### src/hw/rtl/rc4_pkg.sv
package rc4_pkg;

  localparam int SBOX_SIZE   = 256;
  localparam int MAX_KEY_LEN = 256;

  localparam int IDX_W      = $clog2(SBOX_SIZE);
  localparam int KEY_CNT_W  = $clog2(MAX_KEY_LEN + 1);
  localparam int KEY_ADDR_W = (MAX_KEY_LEN > 1) ? $clog2(MAX_KEY_LEN) : 1;

  localparam logic FUNC_LOAD_KEY = 1'b0;
  localparam logic FUNC_GENERATE = 1'b1;

  typedef enum logic [7:0] {
    ST_IDLE = 8'b0000_0001,
    ST_GJ   = 8'b0000_0010,
    ST_GSW  = 8'b0000_0100,
    ST_GOUT = 8'b0000_1000,
    ST_KRD  = 8'b0001_0000,
    ST_KJ   = 8'b0010_0000,
    ST_KW1  = 8'b0100_0000,
    ST_KW2  = 8'b1000_0000
  } state_t;

  typedef struct packed {
    logic             clr;
    logic             we;
    logic [IDX_W-1:0] waddr;
    logic [IDX_W-1:0] wdata;
    logic             re;
    logic [IDX_W-1:0] raddr;
  } sbox_req_t;

  typedef struct packed {
    logic       wr_en;
    logic [7:0] wr_byte;
    logic       wr_last;
    logic       rd_en;
  } key_req_t;

endpackage

### src/hw/rtl/rc4_sbox.sv
module rc4_sbox (
  input  logic                           clk,
  input  logic                           rst_n,
  input  rc4_pkg::sbox_req_t             req,
  output logic [rc4_pkg::IDX_W-1:0]      rdata
);

  logic [rc4_pkg::IDX_W-1:0]   mem_r [rc4_pkg::SBOX_SIZE];
  logic [rc4_pkg::SBOX_SIZE-1:0] valid_r;
  logic [rc4_pkg::IDX_W-1:0]   rd_mem_r;
  logic [rc4_pkg::IDX_W-1:0]   rd_addr_r;
  logic                        rd_valid_r;

  // entries not written since the last clear read as the identity
  always_ff @(posedge clk) begin
    if (!rst_n) begin
      valid_r <= '0;
    end else if (req.clr) begin
      valid_r <= '0;
    end else if (req.we) begin
      valid_r[req.waddr] <= 1'b1;
    end
  end

  always_ff @(posedge clk) begin
    if (req.we) begin
      mem_r[req.waddr] <= req.wdata;
    end
  end

  always_ff @(posedge clk) begin
    if (!rst_n) begin
      rd_valid_r <= 1'b0;
    end else if (req.re) begin
      rd_valid_r <= valid_r[req.raddr];
    end
  end

  always_ff @(posedge clk) begin
    if (req.re) begin
      rd_mem_r  <= mem_r[req.raddr];
      rd_addr_r <= req.raddr;
    end
  end

  assign rdata = rd_valid_r ? rd_mem_r : rd_addr_r;

endmodule

### config.mk
export PLATFORM = sky130hd
export DESIGN_NAME = rc4_sbox
export DESIGN_NICKNAME = d
export VERILOG_FILES = /design/src/hw/rtl/rc4_pkg.sv /design/src/hw/rtl/rc4_sbox.sv
export SDC_FILE = /design/constraint.sdc
export NUM_CORES = 2
export LEC_CHECK = 0
export BUFFER_PORTS_ARGS = -buffer_cell sky130_fd_sc_hd__buf_2
export CAP_MARGIN = 30
export CORE_ASPECT_RATIO = 1.4
export CORE_UTILIZATION = 30
export CTS_CLUSTER_SIZE = 24
export DETAILED_ROUTE_END_ITERATION = 6
export PLACE_DENSITY = 0.44
export SLEW_MARGIN = 40
export SYNTH_ARGS = -nofsm -noshare
export SYNTH_HDL_FRONTEND = slang
export SYNTH_SLANG_ARGS = --single-unit
### constraint.sdc
create_clock -name clk -period 2.75 [get_ports clk]
set_input_delay 0.275 -clock clk [delete_from_list [all_inputs] [get_ports clk]]
set_output_delay 0.275 -clock clk [all_outputs]
set_load 0.05 [all_outputs]
==> impl_metrics.env <==
export IMPL_status="completed"
export IMPL_synthArstFlopShare_pct=0
export IMPL_worstSetupEndpointType="flip-flop"
export IMPL_grt_usage_pct=18.1
export IMPL_vdd_ir_drop_max_uv=484
export IMPL_swShare_pct=21.7
export IMPL_r2r_start="mem_r[132][3]"
export IMPL_syn_to_final_growth_pct=20.9
export IMPL_clock_root_buffer="clkbuf_16"
export IMPL_grt_max_degree=109
export IMPL_cts_buffers=227
export IMPL_r2r_end="rd_mem_r[3]"
export IMPL_yosys_top_cells_area="edfxtp_1 70%, mux4_2 15%, dfxtp_1 5.8%"
export IMPL_p_per_area_nw_per_um2=695
export IMPL_switchingPower_mw=16.1
export IMPL_dp_cells=8942
export IMPL_p_int_mw=58.0
export IMPL_syn_instance_count=4520
export IMPL_wl_mm=270
export IMPL_drc_errors=0
export IMPL_fillerInstances=27300
export IMPL_fin_util_pct=36.4
export IMPL_hold_viol_final=0
export IMPL_stdcell_count=9391
export IMPL_min_period_ps=2690
export IMPL_detail_route_iter0_violations=3821
export IMPL_yosysWarningCount=0
export IMPL_fin_crit_sh_pct=97.8
export IMPL_die_h_um=644
export IMPL_numPortBuffers=36
export IMPL_grt_pass1_vias=48500
export IMPL_synth_ff_type="edfxtp_1"
export IMPL_slew_headroom_pct=39.2
export IMPL_crit_fanout=1
export IMPL_drive_above_1_share_pct=32.3
export IMPL_ys_ff_latch=2321
export IMPL_synth_top_area_share_pct=70.2
export IMPL_dr_pass1_iters=5
export IMPL_cts_max_level=4
export IMPL_yosysTopAreaCell="edfxtp_1"
export IMPL_synth_distinct_cells=41
export IMPL_synth_fp_nets=4549
export IMPL_detail_route_vias_per_cell=4.92
export IMPL_timing_final_max_slew_violations=0
export IMPL_min_path_type="primary input to flip-flop"
export IMPL_cts_tree="built"
export IMPL_num_rows=235
export IMPL_grt_pass1_wl_mm=380
export IMPL_required_ps=3420
export IMPL_reg2reg_slack_ps=60
export IMPL_ys_seq_area_share_pct=76.0
export IMPL_rr_worst_depth=7
export IMPL_worst_pin_slew_ps=912
export IMPL_maxCapViolations=0
export IMPL_synth_area_um2=88300
export IMPL_clk_pin_slew_ps=60
export IMPL_cts_max_path_buffers=4
export IMPL_die_w_um=461
export IMPL_numClockSinks=2321
export IMPL_die_area_um2=297000
export IMPL_detail_route_antenna_nets=0
export IMPL_leakage_nw=34.1
export IMPL_worstSkewPairLatency_ps=920
export IMPL_setup_violations_final=0
export IMPL_rsz0062_at_grt="no"
export IMPL_critPathLaunchType="flip-flop"
export IMPL_clkPwrFrac_pct=42.5
export IMPL_antenna_found_initial=19
export IMPL_start_util_pct=30.2
export IMPL_max_freq_mhz=372
export IMPL_post_place_ws_ps=-866
export IMPL_min_path_cells=2
export IMPL_combPwrFrac_pct=5.7
export IMPL_synth_edf_count=2064
export IMPL_hp_start="req[1]"
export IMPL_vias=46200
export IMPL_setup_ws_ps=60.1
export IMPL_timing_hold_ws_ps=69.5
export IMPL_hpwl_mm=182
export IMPL_core_um2=293000
export IMPL_hold_end="rd_addr_r[1]"
export IMPL_power_frac_seq_pct=51.8
export IMPL_ios=37
export IMPL_post_drt_wl_per_cell_um=28.8
export IMPL_gp_congestion=0.847
export IMPL_cp_arrival_ps=3360
export IMPL_tns_ps=0
export IMPL_syn_area_per_cell_um2=19.5
export IMPL_overflow=0
export IMPL_fin_skew_ps=58.6
export IMPL_worstSetupPathType="flip-flop to flip-flop"
export IMPL_final_nets=5308
state kept, by name (all words and copies together), names as in the netlist:
register	flops
mem_r	2048
valid_r	256
rd_addr_r	8
rd_mem_r	8
rd_valid_r	1
how the worst max path moves through the flow:
stage	from	end	slack [ps]	cells past startpoint
after floorplan	req[1]	rd_mem_r[0]	280	9
after global placement	req[0]	rd_mem_r[3]	-900	10
after detailed placement	req[0]	rd_mem_r[2]	-870	10
after CTS	mem_r[51][4]	rd_mem_r[4]	50	8
after global routing	mem_r[147][2]	rd_mem_r[2]	10	8
final	mem_r[132][3]	rd_mem_r[3]	60	7
power by group through the flow:
| stage | sequential [mW] | clock, mW | combinational [mW] |
|---|---|---|---|
| after floorplan | 39.2 | 0 | 1.82 |
| after global placement | 39.2 | 0 | 4.26 |
| after detailed placement | 39.2 | 0 | 4.26 |
| after CTS | 38.4 | 32.3 | 4.31 |
| after global routing | 38.4 | 33.4 | 4.42 |
| final | 38.4 | 31.5 | 4.20 |
logic make-up (layout without fill, tap and decap cells):
logic type,count (synthesis),after routing,share of synthesized area [%]
mux,594,594,14.9
compound gates,473,473,3.71
other cells,0,11,0
buf+inv,285,1235,1.56
simple gates,847,847,3.84
flops,2321,2321,76.0
metrics by stage:
stage | area [um2] | power (mW)
final | 107000 | 74.2
after global routing | 107000 | 76.3
after CTS | 107000 | 75.0
after detailed placement | 99000 | 43.5
after global placement | 99000 | 43.5
after floorplan | 88300 | 41.0
cells in the mapped netlist, types with 8 or more instances:
master,count
a22oi_1,262
mux2_2,8
or2_1,8
mux4_2,574
nand4_1,10
edfxtp_1,2064
nand3_1,23
dfxtp_1,257
nor2b_1,11
mux2i_1,12
buf_4,9
nor4_1,33
clkbuf_1,173
buf_6,27
nor2_1,720
buf_2,39
o21ba_2,29
o22ai_1,19
a21oi_1,137
nand2_1,29
buf_1,29
metal layers:
layer  GRT usage [%]  part of all wire, %
met1            21.3                   38
met2            33.6                   54
met4            6.16                  3.5
met5               0                0.015
met3            2.32                  4.2
final cells by class:
cell class | count | area (um2) | share of cell area, %
Tap cell | 3910 | 4890 | 4.58
Inverter | 6 | 22.5 | 0.0211
Timing Repair Buffer | 809 | 7290 | 6.83
Sequential cell | 2321 | 67100 | 62.9
Clock inverter | 83 | 788 | 0.739
Clock buffer | 337 | 6650 | 6.23
Antenna cell | 11 | 27.5 | 0.0258
Multi-Input combinational cell | 1914 | 19900 | 18.7
what timing repair did:
action | 4_1_cts | 5_1_grt
gates resized for setup | 8 | 2
buffers inserted | 0 | 0
hold buffers | 18 | 0
endpoints found under the hold margin | 567 | 0
setup endpoints to repair | 4 | 2
pin swaps | 1 | 1
critical path, cell delays in order, from the launching register on:
cell	delay [ps]
edfxtp_1	370
mux4_2	530
a22oi_1	260
a21oi_2	190
nor4_2	470
buf_4	200
o22ai_1	160
or2_1	270
cell usage in the layout, fill, tap and decap left out, drive strengths merged, types with 14 or more instances in the layout:
master          n
a21oi         137
a22oi         262
buf           791
bufinv         14
clkbuf        337
clkinv         55
dfxtp         257
dlygate4sd3    18
edfxtp       2064
mux4          574
nand2          29
nand3          23
nor2          720
nor4           33
o21ba          29
o22ai          19
No activity file was read; power rests on OpenSTA's default activity.
