<file path="src/hw/rtl/rc4_pkg.sv">
package rc4_pkg;

  localparam int SBOX_SIZE   = 256;
  localparam int MAX_KEY_LEN = 256;

  localparam int IDX_W      = $clog2(SBOX_SIZE);
  localparam int KEY_CNT_W  = $clog2(MAX_KEY_LEN + 1);
  localparam int KEY_ADDR_W = (MAX_KEY_LEN > 1) ? $clog2(MAX_KEY_LEN) : 1;

  localparam logic FUNC_LOAD_KEY = 1'b0;
  localparam logic FUNC_GENERATE = 1'b1;

  typedef enum logic [7:0] {
    ST_IDLE = 8'b0000_0001,
    ST_GJ   = 8'b0000_0010,
    ST_GSW  = 8'b0000_0100,
    ST_GOUT = 8'b0000_1000,
    ST_KRD  = 8'b0001_0000,
    ST_KJ   = 8'b0010_0000,
    ST_KW1  = 8'b0100_0000,
    ST_KW2  = 8'b1000_0000
  } state_t;

  typedef struct packed {
    logic             clr;
    logic             we;
    logic [IDX_W-1:0] waddr;
    logic [IDX_W-1:0] wdata;
    logic             re;
    logic [IDX_W-1:0] raddr;
  } sbox_req_t;

  typedef struct packed {
    logic       wr_en;
    logic [7:0] wr_byte;
    logic       wr_last;
    logic       rd_en;
  } key_req_t;

endpackage

</file>
<file path="src/hw/rtl/rc4_keystore.sv">
module rc4_keystore (
  input  logic              clk,
  input  logic              rst_n,
  input  rc4_pkg::key_req_t req,
  output logic [7:0]        rd_data
);

  logic [7:0]                       key_mem_r [rc4_pkg::MAX_KEY_LEN];
  logic [rc4_pkg::KEY_CNT_W-1:0]    key_count_r;
  logic [rc4_pkg::KEY_CNT_W-1:0]    key_count_nxt;
  logic [rc4_pkg::KEY_CNT_W-1:0]    len_r;
  logic [rc4_pkg::KEY_CNT_W-1:0]    len_nxt;
  logic [rc4_pkg::KEY_ADDR_W-1:0]   kidx_r;
  logic [rc4_pkg::KEY_ADDR_W-1:0]   kidx_nxt;
  logic [7:0]                       rd_data_r;
  logic                             not_full;
  logic                             kidx_wrap;

  assign not_full  = key_count_r < rc4_pkg::KEY_CNT_W'(rc4_pkg::MAX_KEY_LEN);
  assign kidx_wrap = (rc4_pkg::KEY_CNT_W'(kidx_r) + rc4_pkg::KEY_CNT_W'(1)) == len_r;

  always_comb begin
    key_count_nxt = key_count_r;
    len_nxt       = len_r;
    kidx_nxt      = kidx_r;
    if (req.wr_en) begin
      if (not_full) begin
        key_count_nxt = key_count_r + rc4_pkg::KEY_CNT_W'(1);
      end
      if (req.wr_last) begin
        len_nxt       = key_count_nxt;
        key_count_nxt = '0;
        kidx_nxt      = '0;
      end
    end else if (req.rd_en) begin
      kidx_nxt = kidx_wrap ? '0 : kidx_r + rc4_pkg::KEY_ADDR_W'(1);
    end
  end

  always_ff @(posedge clk) begin
    if (!rst_n) begin
      key_count_r <= '0;
      len_r       <= rc4_pkg::KEY_CNT_W'(1);
      kidx_r      <= '0;
    end else begin
      key_count_r <= key_count_nxt;
      len_r       <= len_nxt;
      kidx_r      <= kidx_nxt;
    end
  end

  always_ff @(posedge clk) begin
    if (req.wr_en && not_full) begin
      key_mem_r[key_count_r[rc4_pkg::KEY_ADDR_W-1:0]] <= req.wr_byte;
    end
  end

  always_ff @(posedge clk) begin
    if (req.rd_en) begin
      rd_data_r <= key_mem_r[kidx_r];
    end
  end

  assign rd_data = rd_data_r;

endmodule

</file>
<file path="config.mk">
export PLATFORM = sky130hd
export DESIGN_NAME = rc4_keystore
export DESIGN_NICKNAME = d
export VERILOG_FILES = /design/src/hw/rtl/rc4_pkg.sv /design/src/hw/rtl/rc4_keystore.sv
export SDC_FILE = /design/constraint.sdc
export NUM_CORES = 2
export LEC_CHECK = 0
export BUFFER_PORTS_ARGS = -buffer_cell sky130_fd_sc_hd__clkbuf_2
export CAP_MARGIN = 20
export CELL_PAD_IN_SITES_DETAIL_PLACEMENT = 0
export CELL_PAD_IN_SITES_GLOBAL_PLACEMENT = 1
export CORE_MARGIN = 5
export CORE_UTILIZATION = 50
export DETAILED_ROUTE_END_ITERATION = 6
export GPL_ROUTABILITY_DRIVEN = 1
export PLACE_DENSITY_LB_ADDON = 0.08
export SLEW_MARGIN = 20
export SYNTH_ARGS = -nofsm -noshare
export SYNTH_HDL_FRONTEND = slang
export SYNTH_SLANG_ARGS = --single-unit
</file>
<file path="constraint.sdc">
create_clock -name clk -period 7.5 [get_ports clk]
set_input_delay 0.75 -clock clk [delete_from_list [all_inputs] [get_ports clk]]
set_output_delay 0.75 -clock clk [all_outputs]
set_load 0.01 [all_outputs]
</file>
==> results.cfg <==
[outcome]
outcome = complete, no violations

[synthesis]
synth-edff-count = 2056
netlist.area_leader.share = 0.7559
synth_top_family_by_area = multiplexers
synth_area_leaders = edfxtp_1 (76%), mux4_2 (11%), mux2i_1 (2.6%), nor2_1 (1.4%), a22oi_1 (0.70%)
synth_xor_area_frac = 0.001287
synth_compound_area_frac = 0.03928
yosys.area_share.adder = 0.0007660
syn_avg_cell_area_sq_um = 20.05
synthFlopType = edfxtp_1
ys_warn_count = 0
ys_seq_area_frac = 0.7623
syn_nets = 4091
yosysUniqueCellTypes = 72
synth-simple-area-share = 0.03192
synth_top_area_cell = edfxtp_1
ys_ff_latch = 2082
async_flop_share = 0
syn_area_sq_um = 81680
synthesis.instances = 4073
synth_mux_area_frac = 0.1448

[job]
drv_cap = 0

[clock_network]
clk_pin_slew_worst_paths_ps = 60
insertion_delay_ps = 840
holdBufCountCts = 0
clockBufferDepth = 3
cts_buffers = 211
cts_max_level = 4
clock_sinks = 2082
post_cts_buffers = 0
cts_root_buf = clkbuf_16
ctsResizeCount = 0
cts_tree = done

[sta]
fmax_ghz = 0.2151
final-setup-viol-count = 0
skew_ps = 26.76
final.setup.tns_ps = 0
finalMaxSlewViolations = 0
rsz0062_at_grt = false
final.period_utilization = 0.6198
final_hold_viol_count = 0
tightest_slew_ps = 1214
fin_ws_ps = 2852
maxSlewHeadroom = 0.1905
finalWorstPathRequiredPeriod_ps = 4648

[critical_path]
setup.worst_path.start = kidx_r[0]
end_kind = flip-flop
ff2ff_setup_slack_ps = 2850
worst_setup_path_start_kind = flip-flop
max_stage_delay_ps = 980
worstPathMaxFanout = 80
worstPathCellList = buf_12 -> buf_4 -> mux4_2 -> nand2_1 -> a21oi_1 -> a21oi_1 -> o22ai_1 -> o311ai_1 -> o21ai_1
worstReg2RegStart = kidx_r[0]
crit_slowest_cell = o311ai_1
reg2reg_to = rd_data[7]
crit_type = flip-flop to flip-flop
critPathArrivalTime_ps = 5180
cp_common_cell = a21oi_1
required_ps = 8030
cp-endpoint = rd_data[7]
worstRegToRegCells = 9

[drt]
antenna_left = 0
drc = 0
drt_iter0_drc = 4609
vias_per_cell = 6.319
wl_per_cell_um = 34.45
vias = 40943
dr.pass1.iters = 6
routed_wl_um = 223200

[final_layout]
drive_gt1_frac = 0.2049
nNetsFinal = 4145
antennaDiodeCount = 0
syn_to_final_growth_pct = 10.86
fillCellCount = 12473

[die]
placeableCoreArea_sq_um = 162600
die_x_um = 414.2
ios = 21
num_rows = 148
dieArea_sq_um = 171500
dieHeight_um = 414.2
initial_utilization = 0.5024

[power]
cellLeakagePower_nw = 27.25
pwr-share-clk = 0.425
p_switching_mw = 4.977
vdd_drop_max_v = 0.0002482
power.internal_mw = 18.88
p_total_mw = 23.86
swShare = 0.2086
combPwrFrac = 0.038
seqPwrFrac = 0.537
power_density_nw_per_um2 = 263.5

[place]
io_buffers = 20
place_congestion = 0.8343
dp_slack_ps = 2790
dp_hpwl_um = 133300

[global_route]
antenna_found_initial = 9
grt.overflow.total = 0
grt_max_degree = 181
grt_pass1_vias = 41072
grt_pass1_wl_um = 316300
track_usage = 0.2584

[min_path]
hold_class = primary input to flip-flop
hold-path-cell-count = 3
how the worst min path moves through the flow:
stage	end	start
floorplan	len_r[1]	len_r[1]
global placement	len_r[4]	len_r[4]
detailed placement	len_r[7]	len_r[7]
CTS	key_count_r[8]	req[10]
global route	key_count_r[8]	req[10]
finish	key_count_r[8]	req[10]
cells by family after synthesis:
logic type                 count (synthesis)
xor gates and xnor gates                  12
adders and majority gates                  5
buffers and inverters                    271
DFF                                     2082
AOI/OAI and AO/OA                        454
muxes                                    657
and+or+nand+nor                          592
synth_stat cells (29+ instances only):
cell and count:
nand2_1 101, clkbuf_1 118, a22oi_1 76, mux2_2 29
mux2i_1 213, o21ai_0 57, edfxtp_1 2056, nor2_1 312
buf_2 58, a21oi_1 96, nand3_1 49, a221oi_1 42
mux4_2 410, buf_6 38
sequential cells by signal, summed over array words and instances (netlist names):
| signal | count |
|---|---|
| kidx_r | 8 |
| rd_data | 8 |
| key_mem_r | 2048 |
| len_r | 9 |
| key_count_r | 9 |
cell usage in the layout (no fill, tap or decap), types with 9 or more instances in the layout:
cell type,netlist,routed
a211oi_1,14,14
a21oi_1,96,96
a221o_1,27,27
a221oi_1,42,42
a22oi_1,76,76
and3_1,9,9
buf_12,3,12
buf_4,25,70
bufinv_16,0,14
clkbuf_1,118,44
clkbuf_16,0,214
clkbuf_2,1,12
clkbuf_8,0,13
clkinv_1,0,47
clkinv_2,0,45
clkinvlp_4,0,9
dfxtp_1,26,20
edfxtp_1,2056,2056
mux2_2,29,29
mux2i_1,213,213
mux4_2,410,410
nand2_1,101,101
nand2b_1,11,11
nand3_1,49,38
nand3_2,0,10
nor2_1,312,307
nor2b_1,28,24
nor3_1,26,26
nor4_1,14,13
o211ai_1,15,15
o21ai_0,57,57
o221ai_1,13,13
o22ai_1,26,26
o31ai_1,23,23
xnor2_1,10,10
critical path, delay by kind of cell, from the launching register on:
kind                   cells  cell delay [ps]
AOI/OAI and AO/OA          5             1750
buffers and inverters      2              940
DFF                        1              830
muxes                      1              540
and+or+nand+nor            1               90
final cells by class:
cell class	count	area (sq um)	share of cell area
flip-flops and latches	2082	62280	0.6878
multi-input cells	1720	17930	0.1980
clock buffers	263	5589	0.06173
well taps	2175	2721	0.03005
clock inverters	127	1044	0.01152
repair buffers	103	947.2	0.01046
inverters	9	37.54	0.0004145
routing by layer:
layer  part of all wire  routed length [um]  track usage
met2               0.48              107100       0.4092
met5            0.00022                  48            0
met3              0.072               16170      0.04578
met4              0.027                6101      0.07120
met1               0.42               93850       0.3759
through the flow:
step / hold WS (ps) / utilization / cells / cell area, sq um
6_report: 358.0 / 0.5569 / 6479 / 90550
5_1_grt: 367.0 / 0.5569 / 6479 / 90550
3_3_place_gp: 499.9 / 0.5160 / 6089 / 83890
2_1_floorplan: 491.2 / - / 4073 / 81680
4_1_cts: 291.9 / 0.5568 / 6479 / 90530
3_5_place_dp: 511.0 / 0.5160 / 6089 / 83900
power groups by stage:
stage                     registers (mW)  logic [mW]  clock network [mW]
after global routing                12.8       0.969                10.8
after detailed placement            13.1       0.928                   0
after floorplan                     13.0       0.568                   0
after CTS                           12.8       0.927                10.3
after global placement              13.1       0.920                   0
final                               12.8       0.911                10.1
Power figures use the tool's default switching activity.
